$ cat config.mk
export PLATFORM = sky130hd
export DESIGN_NAME = fbpc_div
export DESIGN_NICKNAME = d
export VERILOG_FILES = /design/src/rtl/fbpc_pkg.sv /design/src/rtl/fbpc_div.sv
export SDC_FILE = /design/constraint.sdc
export NUM_CORES = 2
export LEC_CHECK = 0
export ABC_AREA = 1
export BUFFER_PORTS_ARGS = -buffer_cell sky130_fd_sc_hd__buf_2
export CAP_MARGIN = 20
export CORE_AREA = 5 5 647 649
export CTS_CLUSTER_DIAMETER = 30
export DETAILED_ROUTE_END_ITERATION = 16
export DIE_AREA = 0 0 652 654
export PLACE_DENSITY = 0.51
export SETUP_SLACK_MARGIN = 0.02
export SLEW_MARGIN = 5
export SYNTH_ARGS = -nofsm -noshare
export SYNTH_HDL_FRONTEND = slang
export SYNTH_SLANG_ARGS = --single-unit
$ cat constraint.sdc
create_clock -name clk -period 2.9 [get_ports clk]
set_clock_uncertainty 0.15 [all_clocks]
set_input_delay 0 -clock clk [delete_from_list [all_inputs] [get_ports clk]]
set_output_delay 0 -clock clk [all_outputs]
set_load 0.02 [all_outputs]
$ cat src/rtl/fbpc_pkg.sv
// Package of the fuzzy brake pressure controller: widths, constants and types.
// Used by every RTL module and interface file of the block; depends on nothing.
package fbpc_pkg;

  // Sweep of the centroid over evenly spaced output points.
  localparam int SWEEP_POINTS = 101;
  localparam int SPAN         = SWEEP_POINTS - 1;
  localparam int K_W          = $clog2(SWEEP_POINTS);

  // Sample format: 0..100 with 8 fraction bits.
  localparam int IN_W   = 15;
  localparam int IN_MAX = 25600;

  // Membership grades: full grade is 76800.
  localparam int GRADE_W    = 17;
  localparam int FULL_GRADE = 76800;

  // Accumulator and divider widths.
  localparam int MU_W   = GRADE_W + K_W;
  localparam int AREA_W = MU_W + K_W;
  localparam int MOM_W  = AREA_W + K_W;
  localparam int DEN_W  = AREA_W + K_W;
  localparam int NUM_W  = MOM_W + IN_W;
  localparam int Q_W    = IN_W;

  typedef logic [IN_W-1:0]    sample_t;
  typedef logic [GRADE_W-1:0] grade_t;
  typedef logic [MU_W-1:0]    mu_t;
  typedef logic [AREA_W-1:0]  area_t;
  typedef logic [MOM_W-1:0]   mom_t;
  typedef logic [NUM_W-1:0]   num_t;
  typedef logic [DEN_W-1:0]   den_t;
  typedef logic [Q_W-1:0]     quot_t;

  // One slot of the sweep pipeline.
  typedef struct packed {
    logic  valid;
    mu_t   rise_lim;
    mu_t   fall_lim;
    area_t area;
    mom_t  mom;
  } sweep_t;

endpackage

$ cat src/rtl/fbpc_div.sv
// Centroid division: scaling stage, then one restoring quotient bit per stage.
// Depends on fbpc_pkg.
module fbpc_div import fbpc_pkg::*; (
  input  logic    clk,
  input  logic    rst_n,
  input  logic    en,
  input  sweep_t  tail,
  output logic    res_valid,
  output sample_t res_brake,
  output logic    res_none
);

  logic [MOM_W+4:0] mom25;
  logic  v_r    [0:Q_W];
  logic  zero_r [0:Q_W];
  num_t  rem_r  [0:Q_W];
  den_t  den_r  [0:Q_W];
  quot_t q_r    [0:Q_W];

  // Numerator is moment * 25600, denominator is area * span.
  assign mom25 = ((MOM_W+5)'(tail.mom) << 4) + ((MOM_W+5)'(tail.mom) << 3)
               + (MOM_W+5)'(tail.mom);

  always_ff @(posedge clk) begin
    if (!rst_n) begin
      v_r[0] <= 1'b0;
    end else if (en) begin
      v_r[0] <= tail.valid;
    end
  end

  always_ff @(posedge clk) begin
    if (en) begin
      zero_r[0] <= (tail.area == '0);
      rem_r[0]  <= {mom25, 10'b0};
      den_r[0]  <= den_t'(tail.area) * den_t'(SPAN);
      q_r[0]    <= '0;
    end
  end

  // Restoring division, most significant quotient bit first.
  for (genvar j = 0; j < Q_W; j++) begin : g_bit
    localparam int B = Q_W - 1 - j;
    num_t shifted;
    logic ge;

    always_comb begin
      shifted = num_t'(den_r[j]) << B;
      ge      = (rem_r[j] >= shifted);
    end

    always_ff @(posedge clk) begin
      if (!rst_n) begin
        v_r[j+1] <= 1'b0;
      end else if (en) begin
        v_r[j+1] <= v_r[j];
      end
    end

    always_ff @(posedge clk) begin
      if (en) begin
        zero_r[j+1] <= zero_r[j];
        den_r[j+1]  <= den_r[j];
        rem_r[j+1]  <= ge ? rem_r[j] - shifted : rem_r[j];
        q_r[j+1]    <= q_r[j] | (quot_t'(ge) << B);
      end
    end
  end

  // Zero area gives a zero result with the flag set.
  always_comb begin
    res_valid = v_r[Q_W];
    res_none  = zero_r[Q_W];
    if (zero_r[Q_W]) begin
      res_brake = '0;
    end else if (q_r[Q_W] > quot_t'(IN_MAX)) begin
      res_brake = sample_t'(IN_MAX);
    end else begin
      res_brake = q_r[Q_W];
    end
  end

endmodule

Yosys cells after proc, flatten, opt, wreduce, memory -nomap -nowiden
Memories as Yosys holds them, arrays and structs flattened. Cells that the tools add are included.

Register bits after elaboration: 0. Bits in latches: 0. Bits in writable memories: 1728. ROM bits: 0. Input bits: 121. Output and inout bits: 17. Word-level logic and storage cells: 109. Memories: 5.

Add/sub/neg operators: 17. $mul: 1. Div/mod/pow operators: 0. $lt $le $gt $ge: 16. Equality and inequality tests: 0. Shift operators: 0. Multiplexer cells: 38. Bitwise operators: 31. Reduce and logical (&&, ||, !) cells: 1.

Memory list: rem_r (words 16, bits a word 53, read ports 15, clocked after memory_dff 0, wr ports 16, line fbpc_div.sv:16) `num_t rem_r [0:Q_W];`; den_r (words 16, bits a word 38, read ports 15, clocked after memory_dff 0, wr ports 16, line fbpc_div.sv:17) `den_t den_r [0:Q_W];`; q_r (words 16, bits a word 15, read ports 16, clocked after memory_dff 0, wr ports 16, line fbpc_div.sv:18) `quot_t q_r [0:Q_W];`; v_r (words 16, bits a word 1, read ports 16, clocked after memory_dff 0, wr ports 16, line fbpc_div.sv:14) `logic v_r [0:Q_W];`; zero_r (words 16, bits a word 1, read ports 16, clocked after memory_dff 0, wr ports 16, line fbpc_div.sv:15) `logic zero_r [0:Q_W];`.

Operator list (number): 53-bit 2-to-1 mux (15); 53-bit by 38-bit greater-or-equal comparator with 1-bit output (1); 53-bit by 39-bit greater-or-equal comparator with 1-bit output (1); 53-bit by 40-bit greater-or-equal comparator with 1-bit output (1); 53-bit by 41-bit greater-or-equal comparator with 1-bit output (1); 53-bit by 42-bit greater-or-equal comparator with 1-bit output (1); 53-bit by 43-bit greater-or-equal comparator with 1-bit output (1); 53-bit by 44-bit greater-or-equal comparator with 1-bit output (1); 53-bit by 45-bit greater-or-equal comparator with 1-bit output (1); 53-bit by 46-bit greater-or-equal comparator with 1-bit output (1); 53-bit by 47-bit greater-or-equal comparator with 1-bit output (1); 53-bit by 48-bit greater-or-equal comparator with 1-bit output (1); 53-bit by 49-bit greater-or-equal comparator with 1-bit output (1); 53-bit by 50-bit greater-or-equal comparator with 1-bit output (1); 53-bit by 51-bit greater-or-equal comparator with 1-bit output (1); 53-bit by 52-bit greater-or-equal comparator with 1-bit output (1); 53-bit by 38-bit subtractor with 53-bit output (1); 53-bit by 39-bit subtractor with 53-bit output (1); 53-bit by 40-bit subtractor with 53-bit output (1); 53-bit by 41-bit subtractor with 53-bit output (1); 53-bit by 42-bit subtractor with 53-bit output (1); 53-bit by 43-bit subtractor with 53-bit output (1); 53-bit by 44-bit subtractor with 53-bit output (1); 53-bit by 45-bit subtractor with 53-bit output (1); 30 further kinds (66).

Longest topological paths before layout
Depth in word-level cells: 4. Gate-level depth with buffers: 18. Gate-level depth less buffers: 18.

Worst setup path before layout
No wires, ideal clock.

Kind: input to register. From: input tail[41] (netlist name). To: memory den_r[0][32] (netlist name), data pin. Setup time: 0.253 ns. Arrival time: 2.428 ns. Required time: 2.497 ns. Path slack: 0.069 ns. Stages: 14. Path buffers: 0. Path through: ha_1 -> ha_1 -> inv_1 -> fa_1 -> inv_1 -> ha_1 -> o21ai_0 -> o21ai_0 -> a21oi_1 -> inv_1 -> nand3_1 -> nand3_1 -> nand2_1 -> nand2_1.

RTL lines: start: declaration (line fbpc_div.sv:7) `input sweep_t tail,`; end: declaration (line fbpc_div.sv:17).

==> metrics <==
Critical Path Sink Type register; CTS tree built; Hold Crit Class input pin to register; pwr dens ~1100 nW/µm²; row count about 240; via count of the first global-routing pass around 93000; final WL 399000 µm; YS warnings 0; period utilization 98.7%; core area between 400000 and 500000 µm²; CTS root buf clkbuf_16; placed standard-cell area ~120000 µm²; RSZ-0062 raised after global routing yes; commonest non-fill, non-tap cell in the layout nand2_1; Peak VDD IR 0.000492 V; CP Max Fanout 12; final non-filler cell area between 100000 and 150000 µm²; Mapped Nets 15130; share of cells above drive strength 1 17.3%; endpoints failing hold 0; initial antenna violation count 14; Slew Limit Fails 0; largest net degree at the start of global routing 127; grt total ovfl 0; Clock Tree Buf Depth 4; WS Path Type register to register; number of top-level pins around 140; Max Cap Viol 0; Die Area 426000 µm²; Num CTS Buffers 350; drt via density 4.40; Clock transition at path regs 0.04 ns; Final nets 17173; DRC 0; via count a little under 100k; Synth Cell Area 103000 µm²; Arr. time, crit path about 3.3 ns; minimum clock period 2.86 ns; Syn Inst Count roughly 14000; Total GRT Usage 17.8%; Post-DRT Antenna Nets 0; post-synthesis sequential area ratio between 30% and 40%; Post-Layout Cell Count approximately 22000; most frequent cells in the layout 5256 x nand2_1, 2703 x inv_1, 1512 x buf_4; CP Launch Type register; gpl congestion 0.956; Worst-Skew Late Latency 0.92 ns; slew margin rel. between 50% and 60%; wire per inst 18.1 µm; initial core utilization 24.9%; FF-to-FF setup slack 0.04 ns; initial DRC count 7139; H-tree Lvls 5; ys async rst share 0%; post-route setup TNS 0 ns; outcome finished clean; clock sink total 1365; Peak Freq 0.349 GHz; Critical Path RT 3.35 ns; dpl cells 21090; first-pass GRT wire length 578000 µm; Most used DFF post-synth edfxtp_1; Pre-Repair DR Iteration Count 7; leak pwr 67.6 nW; Mapped Avg Cell Area a little over 7 µm²; die height 654 µm; synth-to-layout area growth 35.0%; Cell variety after synth 48; IO Port Bufs 89; Layout fillers 43797; Setup-failing EPs final 0; chip width 652 µm; post-synthesis register bit count 1365; EDFF count, synth between 1000 and 1500; Worst Tran Pin Value 0.729 ns; dpl hpwl 329000 µm
state kept, by name, summed over array words and instances, names as in the netlist:
register and cells:
rem_r 673, zero_r 16, v_r 16, q_r 120
den_r 540
logic make-up after synthesis:
group                      Yosys count  synth area share, %
adders and majority gates          769                 9.92
and+or+nand+nor                   7913                 31.3
xor gates and xnor gates           335                 2.86
DFF                               1365                 39.9
AOI/OAI and AO/OA                 1003                 5.28
buffers and inverters             2855                 10.7
worst max-delay path, stage by stage, from the launching register on:
cell and delay [ns]:
edfxtp_1 0.49, ha_1 0.35, buf_4 0.16, nand2_1 0.06, nand2_1 0.08, o21bai_4 0.20, a21oi_4 0.16, nand3_2 0.15
nand2_2 0.12, nand2_4 0.10, buf_12 0.16, clkbuf_16 0.18, buf_4 0.16
synthesized netlist by cell type, types with 2 or more instances:
cell,instances,share of area (%)
nand3_2,4,0.039
o211ai_1,2,0.015
a21oi_2,26,0.22
nand2_1,5357,20
o21ai_1,37,0.18
or2_2,8,0.049
and2_1,24,0.15
nor2_4,3,0.033
inv_2,18,0.066
buf_2,73,0.36
ha_1,694,8.5
nor2_1,1280,4.7
nor4_1,23,0.14
inv_1,2725,10
xnor2_1,104,0.89
edfxtp_1,1364,40
a21o_1,13,0.095
clkbuf_1,4,0.015
o21bai_1,76,0.56
nand2_2,9,0.055
o21a_1,10,0.073
o21ai_0,248,1.2
nand3b_1,161,1.2
a21oi_1,572,2.8
xor2_1,231,2.0
fa_1,75,1.5
nand3_1,735,3.6
buf_4,10,0.073
nor3_2,4,0.039
nand4_1,161,0.98
nor3b_1,4,0.029
buf_6,23,0.25
a21boi_0,11,0.080
a211oi_1,2,0.015
nor2_2,15,0.091
a31oi_1,4,0.024
nor3_1,116,0.57
and3_1,4,0.024
final timing paths:
| path | end | depth (start not counted) | startpoint |
|---|---|---|---|
| worst max-delay path | q_r[0][99] | 12 | rem_r[0][297] |
| worst min-delay path | rem_r[0][26] | 6 | tail[16] |
| worst max register to register | q_r[0][99] | 12 | rem_r[0][297] |
| worst min register to register | q_r[1][40] | 0 | q_r[1][25] |
per-stage QoR:
step | setup slack, ns | hold WS [ns] | power [mW] | utilization, %
after floorplan | 0.0692 | -0.0511 | 75.7 | -
after global placement | -0.748 | 0.113 | 109 | 29.2
after detailed placement | -0.368 | 0.117 | 109 | 29.2
after CTS | 0.00564 | 0.0000574 | 151 | 32.6
after global routing | -0.0282 | 0.0431 | 165 | 33.6
final | 0.0374 | 0.0388 | 154 | 33.6
report_power, final:
group | switching [mW] | total, mW | internal, mW
clock network | 12.8 | 40.0 | 27.2
logic | 47.8 | 78.2 | 30.5
registers | 5.58 | 35.6 | 30.0
per-layer routing:
layer | wire [µm] | GRT usage [%] | part of all wire, %
met4 | 13700 | 5.70 | 3.4
met2 | 189000 | 30.7 | 48
met3 | 19000 | 1.85 | 4.8
met1 | 176000 | 23.4 | 44
met5 | 345 | 0 | 0.087
timing repair:
item,CTS,global route
hold endpoints to repair,1341,0
hold buffers,98,0
setup endpoints to repair,256,587
pin swaps,15,73
resized for setup,87,548
buffers inserted,33,166
gates cloned,3,16
layout make-up:
class                   count  area (µm²)  share of cell area [%]
diodes                      7        17.5                  0.0126
clock buffers             389        9050                    6.53
repair buffers           1802       14800                    10.7
well taps                5474        6850                    4.94
multi-input cells       10020       53300                    38.5
clock inverters           258        3180                    2.30
flip-flops and latches   1365       41000                    29.6
inverters                2744       10300                    7.46
No activity file was read; power rests on OpenSTA's default activity.
