**src/rtl/fbpc_pkg.sv**
```systemverilog
// Package of the fuzzy brake pressure controller: widths, constants and types.
// Used by every RTL module and interface file of the block; depends on nothing.
package fbpc_pkg;

  // Sweep of the centroid over evenly spaced output points.
  localparam int SWEEP_POINTS = 101;
  localparam int SPAN         = SWEEP_POINTS - 1;
  localparam int K_W          = $clog2(SWEEP_POINTS);

  // Sample format: 0..100 with 8 fraction bits.
  localparam int IN_W   = 15;
  localparam int IN_MAX = 25600;

  // Membership grades: full grade is 76800.
  localparam int GRADE_W    = 17;
  localparam int FULL_GRADE = 76800;

  // Accumulator and divider widths.
  localparam int MU_W   = GRADE_W + K_W;
  localparam int AREA_W = MU_W + K_W;
  localparam int MOM_W  = AREA_W + K_W;
  localparam int DEN_W  = AREA_W + K_W;
  localparam int NUM_W  = MOM_W + IN_W;
  localparam int Q_W    = IN_W;

  typedef logic [IN_W-1:0]    sample_t;
  typedef logic [GRADE_W-1:0] grade_t;
  typedef logic [MU_W-1:0]    mu_t;
  typedef logic [AREA_W-1:0]  area_t;
  typedef logic [MOM_W-1:0]   mom_t;
  typedef logic [NUM_W-1:0]   num_t;
  typedef logic [DEN_W-1:0]   den_t;
  typedef logic [Q_W-1:0]     quot_t;

  // One slot of the sweep pipeline.
  typedef struct packed {
    logic  valid;
    mu_t   rise_lim;
    mu_t   fall_lim;
    area_t area;
    mom_t  mom;
  } sweep_t;

endpackage

```
**src/rtl/fbpc_member.sv**
```systemverilog
// Membership grades and rule evaluation, three register stages.
// Depends on fbpc_pkg; feeds the clipped set limits into the sweep.
module fbpc_member import fbpc_pkg::*; (
  input  logic    clk,
  input  logic    rst_n,
  input  logic    en,
  input  logic    in_valid,
  input  sample_t pedal,
  input  sample_t wheel,
  input  sample_t car,
  output sweep_t  head
);

  logic    p_sat, w_sat, c_sat;
  sample_t p_s, w_s, c_s;
  logic [18:0] p6, w5, c5, dev, dev15;
  grade_t  p_low, p_med, p_high, w_slow, w_fast, c_fast;

  logic    va_r;
  grade_t  p_low_r, p_med_r, p_high_r, w_slow_r, w_fast_r, c_fast_r;
  logic    vb_r;
  grade_t  apply_r, release_r;
  grade_t  apply_nxt, release_nxt, fire_a, fire_r;
  logic [GRADE_W:0] apply_sum, release_sum;
  logic    vc_r;
  mu_t     rise_lim_r, fall_lim_r;

  // Saturate the samples and form the clamped ramps and triangle.
  always_comb begin
    p_sat = (pedal > sample_t'(IN_MAX));
    w_sat = (wheel > sample_t'(IN_MAX));
    c_sat = (car > sample_t'(IN_MAX));
    p_s   = p_sat ? sample_t'(IN_MAX) : pedal;
    w_s   = w_sat ? sample_t'(IN_MAX) : wheel;
    c_s   = c_sat ? sample_t'(IN_MAX) : car;
    p6    = 19'(p_s) * 19'd6;
    w5    = 19'(w_s) * 19'd5;
    c5    = 19'(c_s) * 19'd5;
    dev   = (p_s >= sample_t'(12800)) ? 19'(p_s) - 19'd12800 : 19'd12800 - 19'(p_s);
    dev15 = dev * 19'd15;
    p_low  = (p6 < 19'd76800) ? grade_t'(19'd76800 - p6) : '0;
    p_med  = (dev15 < 19'd76800) ? grade_t'(19'd76800 - dev15) : '0;
    p_high = (p6 > 19'd76800) ? grade_t'(p6 - 19'd76800) : '0;
    w_slow = (w5 < 19'd76800) ? grade_t'(19'd76800 - w5) : '0;
    w_fast = (w5 > 19'd51200) ? grade_t'(w5 - 19'd51200) : '0;
    c_fast = (c5 > 19'd51200) ? grade_t'(c5 - 19'd51200) : '0;
  end

  // Rule strengths: minimum for AND, sum per output set.
  always_comb begin
    fire_a      = (c_fast_r < w_fast_r) ? c_fast_r : w_fast_r;
    fire_a      = (p_high_r < fire_a) ? p_high_r : fire_a;
    fire_r      = (c_fast_r < w_slow_r) ? c_fast_r : w_slow_r;
    fire_r      = (p_high_r < fire_r) ? p_high_r : fire_r;
    apply_sum   = {1'b0, p_med_r} + {1'b0, fire_a};
    release_sum = {1'b0, p_low_r} + {1'b0, fire_r};
    apply_nxt   = apply_sum[GRADE_W-1:0];
    release_nxt = release_sum[GRADE_W-1:0];
  end

  // Valid bits of the three stages.
  always_ff @(posedge clk) begin
    if (!rst_n) begin
      va_r <= 1'b0;
      vb_r <= 1'b0;
      vc_r <= 1'b0;
    end else if (en) begin
      va_r <= in_valid;
      vb_r <= va_r;
      vc_r <= vb_r;
    end
  end

  // Payload of the three stages.
  always_ff @(posedge clk) begin
    if (en) begin
      p_low_r    <= p_low;
      p_med_r    <= p_med;
      p_high_r   <= p_high;
      w_slow_r   <= w_slow;
      w_fast_r   <= w_fast;
      c_fast_r   <= c_fast;
      apply_r    <= apply_nxt;
      release_r  <= release_nxt;
      rise_lim_r <= mu_t'(apply_r) * mu_t'(SPAN);
      fall_lim_r <= mu_t'(release_r) * mu_t'(SPAN);
    end
  end

  assign head = '{valid: vc_r, rise_lim: rise_lim_r, fall_lim: fall_lim_r,
                  area: '0, mom: '0};

endmodule

```
**config.mk**
```make
export PLATFORM = sky130hd
export DESIGN_NAME = fbpc_member
export DESIGN_NICKNAME = d
export VERILOG_FILES = /design/src/rtl/fbpc_pkg.sv /design/src/rtl/fbpc_member.sv
export SDC_FILE = /design/constraint.sdc
export NUM_CORES = 1
export LEC_CHECK = 0
export BUFFER_PORTS_ARGS = -buffer_cell sky130_fd_sc_hd__buf_2
export CAP_MARGIN = 15
export CORE_MARGIN = 10
export CORE_UTILIZATION = 67
export CTS_CLUSTER_SIZE = 30
export DETAILED_ROUTE_END_ITERATION = 12
export PLACE_DENSITY = 0.88
export SYNTH_ARGS = -nofsm -noshare
export SYNTH_HDL_FRONTEND = slang
export SYNTH_SLANG_ARGS = --single-unit
```
**constraint.sdc**
```tcl
create_clock -name clk -period 14.8 [get_ports clk]
set_clock_uncertainty 0.2 [all_clocks]
set_input_delay 1.48 -clock clk [delete_from_list [all_inputs] [get_ports clk]]
set_output_delay 1.48 -clock clk [all_outputs]
set_load 0.01 [all_outputs]
```
* Word-level counts from Yosys, hierarchy flattened
Index checks and enable logic that the tools add are counted.
** Cells by class
- Add/subtract/negate cells :: 10
- Multipliers :: 6
- Div/mod/pow operators :: 0
- Magnitude comparators :: 14
- Eq/ne operators :: 0
- Shift operators :: 0
- Muxes and demuxes :: 8
- Bitwise logic cells :: 0
- Reductions and logical operators :: 0
** Operator list (number)
- < comparator 17 bit :: 4
- two-way mux 17 bit :: 4
- subtractor 17 bit, first input constant :: 3
- greater-than comparator 15 bit, second input constant :: 3
- two-way mux 15 bit :: 3
- multiplier 17 x 5 -> 22 bit, second input constant :: 2
- greater-than comparator 18 x 16 -> 1 bit, second input constant :: 2
- < comparator 18 x 17 -> 1 bit, second input constant :: 2
- multiplier 15 x 3 -> 18 bit, second input constant :: 2
- adder 17 bit :: 2
- subtractor 17 x 16 -> 17 bit, second input constant :: 2
- < comparator 19 x 17 -> 1 bit, second input constant :: 1
- multiplier 19 x 4 -> 19 bit, second input constant :: 1
- two-way mux 19 bit :: 1
- greater-than comparator 18 x 17 -> 1 bit, second input constant :: 1
- multiplier 15 x 2 -> 17 bit, second input constant :: 1
- subtractor 17 bit, second input constant :: 1
- subtractor 14 x 15 -> 16 bit, first input constant :: 1
- subtractor 15 x 14 -> 16 bit, second input constant :: 1
- >= comparator 15 x 14 -> 1 bit, second input constant :: 1
** Word-level totals
- Bits in registers :: 183
- Latch bits :: 0
- RAM bits :: 0
- ROM bits :: 0
- Input port bits :: 49
- Logic and storage cells :: 51
- Memories :: 0

* Longest topological paths before layout
- Depth after elaboration :: 6
- Depth in mapped cells :: 36

* Least setup slack after synthesis
No wires, ideal clock.
- Path kind :: in2reg
- From :: input pedal[12]
- To :: register p_med_r[12] (data pin)
- Arrival time :: 8038 ps
- Required time :: 14464 ps
- Slack :: 6426 ps
- Cell stages on the path :: 30
- Buffers on the path :: 3
- Cell sequence :: or4_2 > nor3_1 > a31o_2 > and2_1 > inv_1 > ha_1 > and4_1 > and2_2 > o31ai_2 > and2_1 > clkbuf_1 > nor2_1 > a21oi_1 > inv_1 > fa_1 > ha_1 > xnor2_1 > ha_1 > a211oi_1 > o21ai_0 > a21oi_1 > o21ai_0 > and4b_1 > a311o_1 > o31ai_1 > a31oi_1 > or3_1 > buf_6 > buf_12 > nor2_4
** Between the ends
- Cells in the longest elaborated chain, start to end :: 6
- Elaborated cells on any way between the ends :: 9
- Those cells by class :: add/sub: 3; mul: 1; order compare: 3; mux: 2
** RTL lines
- start: declaration :: RTL line fbpc_member.sv:8 : input sample_t pedal,
- greater-than comparator 15 bit :: RTL line fbpc_member.sv:30 : p_sat = (pedal > sample_t'(IN_MAX));
- two-way mux 15 bit * :: RTL line fbpc_member.sv:33 : p_s = p_sat ? sample_t'(IN_MAX) : pedal;
- subtractor 14 x 15 -> 16 bit (tied with other cells) :: RTL line fbpc_member.sv:39 : dev = (p_s >= sample_t'(12800)) ? 19'(p_s) - 19'd12800 : 19'd12800 - 19'(p_s);
- two-way mux 19 bit * :: RTL line fbpc_member.sv:39
- multiplier 19 x 4 -> 19 bit * :: RTL line fbpc_member.sv:40 : dev15 = dev * 19'd15;
- subtractor 17 bit / < comparator 19 x 17 -> 1 bit (equally long branches) :: RTL line fbpc_member.sv:42 : p_med = (dev15 < 19'd76800) ? grade_t'(19'd76800 - dev15) : '0;
- end signal: assignment :: RTL line fbpc_member.sv:78 : p_med_r <= p_med;
- end: declaration :: RTL line fbpc_member.sv:20 : grade_t p_low_r, p_med_r, p_high_r, w_slow_r, w_fast_r, c_fast_r;
Mark *: on every way between the ends. The rest lies on a longest branch, timed or not.
A chain may end at the register's enable or synchronous reset.

* Final worst setup path
- From :: input pedal[12]
- To :: register p_med_r[6] (data pin)
Same word-level chain as after synthesis.

==> metrics.md <==
| Metric | Value |
|---|---|
| Vias in the first global route | 15,300 |
| Fin util | 71.6% |
| Top cells by count, synth | 317 x ha_1, 266 x inv_1, 196 x nor2_1, 178 x edfxtp_1, 135 x a21oi_1 |
| WL/cell | 17.3 µm |
| Largest family of logic cells by synthesized area | adder cells |
| I/O Pins | 167 |
| Synthesized area | 19,300 µm² |
| Endpoints failing hold | 0 |
| GRT Overall Usage | 24.3% |
| Filler Cells Inserted | 2,077 |
| First-pass iteration count of the detailed router | 5 |
| # DRC | 0 |
| Syn. warnings | 0 |
| Crit-path max FO | 17 |
| Share of layout cells above drive strength 1 | 8.30% |
| Post-detail-place hpwl | 34,400 µm |
| Status | completed |
| Slew @ Worst Pin | 1.15 ns |
| Clock Pin Slew Worst Setup and Hold Paths | 0.07 ns |
| I/O Buffers | 93 |
| Final nets | 2,571 |
| Max transition margin | 23.5% |
| CP endpoint kind | flop |
| Longest Clk Path Bufs | 2 |
| Synth area leaders | edfxtp_1 28%, ha_1 21%, fa_1 5.2% |
| Resized cells post-CTS | 0 |
| FP Rows | 62 |
| Synthesized-area fraction occupied by adder cells | 25.8% |
| Netlist cell types | 90 |
| Worst path required time | 14.76 ns |
| Die height | 190 µm |
| CP arrival | 9.32 ns |
| Total grt overflow | 0 |
| Hold Crit Class | flop to flop |
| Initial antenna violation count | 0 |
| Sink Count | 181 |
| Setup TNS | 0 ns |
| Minimum clock period after layout | 9.36 ns |
| Final instance area | 20,400 µm² |
| Sequential fraction of the synthesis area | 28.0% |
| Post-CTS setup buffer count | 0 |
| Multi-input logic area | 12,400 µm² |
| Fin. max-slew vios | 0 |
| Critical path class | input port to flop |
| Post-synth EDFFs | 178 |
| Starting DRT DRC Count | 1,017 |
| CTS tree | built |
| CTS Buf Count | 17 |
| Area grow syn2layout | 5.78% |
| Die area | 36,000 µm² |
| Post-Synth XOR/XNOR Area | 7.55% |
| Clock Latency Late Sink | 0.46 ns |
| H-Tree Depth | 4 |
| Critical path launch point type | input port |
| Compound-Gate Fraction of Synth Area | 13.3% |
| Synth Flop Type | edfxtp_1 |
| # hold bufs at CTS | 0 |
| ANT nets after route | 0 |
| Most common cell in the netlist | ha_1 |
| Root buf cell | clkbuf_16 |
| Synthesis-stage register bit count | 181 |
| Placeable Area | 28,500 µm² |
| Cell taking the most area after synthesis | edfxtp_1 |
| MaxCap Viol Count | 0 |
| N_diodes | 0 |
| Synth async-reset ratio | 0% |
| Mapped Cells | 2,073 |
| GP Congestion | 0.978 |
| Drt total wl | 44,100 µm |
| Instance area at placement | 19,800 µm² |
| FF+latch area | 5410 µm² |
| Final setup violating endpoints | 0 |
| Vias | 14,900 |
| Simple-gate portion of the synthesized area | 14.0% |
| First-pass GRT wire length | 72,700 µm |
| Fraction of synthesized area in multiplexers | 2.18% |
| Share of the synthesized area in the top cell type | 27.7% |
| Fin crit share | 63.3% |
| Largest net degree at the start of global routing | 101 |
| Syn_area_per_cell | 9.32 µm² |
| Initial cell density of the core | 67.7% |
| Max Clk Rate | 107 MHz |
| Vias per inst | 5.82 |
| RSZ-0062 raised after global routing | false |
| Die extent in x | 190 µm |
-- critical path: stages --
cell      delay, ns
buf_2          0.14
or4_2          0.65
nor3_1         0.15
a31o_2         0.19
and2_1         0.23
inv_1          0.12
ha_1           0.23
and4_1         0.20
and2_2         0.21
o31ai_2        0.52
and2_1         0.43
nor2_1         0.09
a21oi_1        0.23
inv_1          0.16
fa_1           0.48
ha_1           0.36
xnor2_1        0.28
ha_1           0.30
a211oi_1       0.38
o21ai_0        0.26
a21oi_1        0.17
o21ai_0        0.19
o21ai_0        0.28
a311o_1        0.28
o31ai_1        0.13
a31oi_1        0.15
or3_1          0.87
nor2_1         0.13
-- cell families after synthesis --
kind of cell             count (synthesis)
AO/OA/AOI/OAI                          400
XOR/XNOR                               165
adder cells (fa/ha/maj)                369
multiplexers                            42
buffers and inverters                  375
AND/OR/NAND/NOR                        540
other                                    1
flip-flops                             181
-- final timing paths --
check / to / slack (ns) / startpoint / cells after the start
max: p_med_r[6]$_SDFFCE_PP0P_ / 5.44 / pedal[12] / 28
min reg2reg: rise_lim_r[3]$_DFFE_PP_ / 0.32 / apply_r[1]$_DFFE_PP_ / 0
min: rise_lim_r[3]$_DFFE_PP_ / 0.32 / apply_r[1]$_DFFE_PP_ / 0
max reg2reg: release_r[16]$_DFFE_PP_ / 5.56 / c_fast_r[7]$_SDFFCE_PP0P_ / 32
-- sequential cells by signal, summed over array words and instances (netlist names) --
signal      cells
apply_r        17
vc_r            1
c_fast_r       17
rise_lim_r     22
vb_r            1
w_slow_r       17
p_med_r        17
release_r      17
fall_lim_r     22
va_r            1
p_low_r        16
w_fast_r       17
p_high_r       16
-- metal layers --
layer  part of all wire [%]  vias to the layer above  wire [µm]  GRT usage (%)
met5                      0                        -          0              0
met4                    3.4                        0       1500           9.83
met3                    5.8                      110       2550           3.95
met2                     50                      507      22000           43.7
met1                     41                     6997      18000           28.2
li1                       -                     7244          -              -
-- cell usage in the layout (no fill, tap or decap), types with 11 or more instances in the layout --
cell,netlist,final
nor2b_1,64,64
and3_1,11,11
nand2_1,84,84
a21o_1,34,34
fa_1,50,50
a21oi_1,135,135
ha_1,317,317
nor4_1,11,11
nor3_1,37,37
nor2_1,196,196
inv_1,266,266
xor2_1,51,51
nand3_1,32,32
nand4_1,11,11
conb_1,1,73
clkbuf_16,0,17
nand2b_1,14,14
edfxtp_1,178,178
a211oi_1,19,19
a31oi_1,16,15
o21bai_1,12,12
or2_2,12,12
and2_1,18,18
mux2i_1,42,42
xnor2_1,113,113
buf_2,8,93
o21a_1,20,20
o21ai_0,80,80
-- metrics by stage --
stage	cells	worst slack, ns	hold slack [ns]
6_report	2552	5.44	0.323
5_1_grt	2552	4.85	0.340
4_1_cts	2549	5.59	0.319
3_5_place_dp	2517	5.15	0.291
3_3_place_gp	2517	5.46	0.293
2_1_floorplan	2145	6.43	0.261
-- area by class of cell --
class	instances	share of cell area (%)
sequential	181	26.5
tap	384	2.35
multi-input combinational	1589	60.9
inverter	267	4.94
clock inverter	15	0.753
timing repair buffer	99	2.54
clock buffer	17	2.08
Power is left out: the tool's default activity adds up to more than one toggle a clock period on the data nets, which glitch-free logic cannot reach.
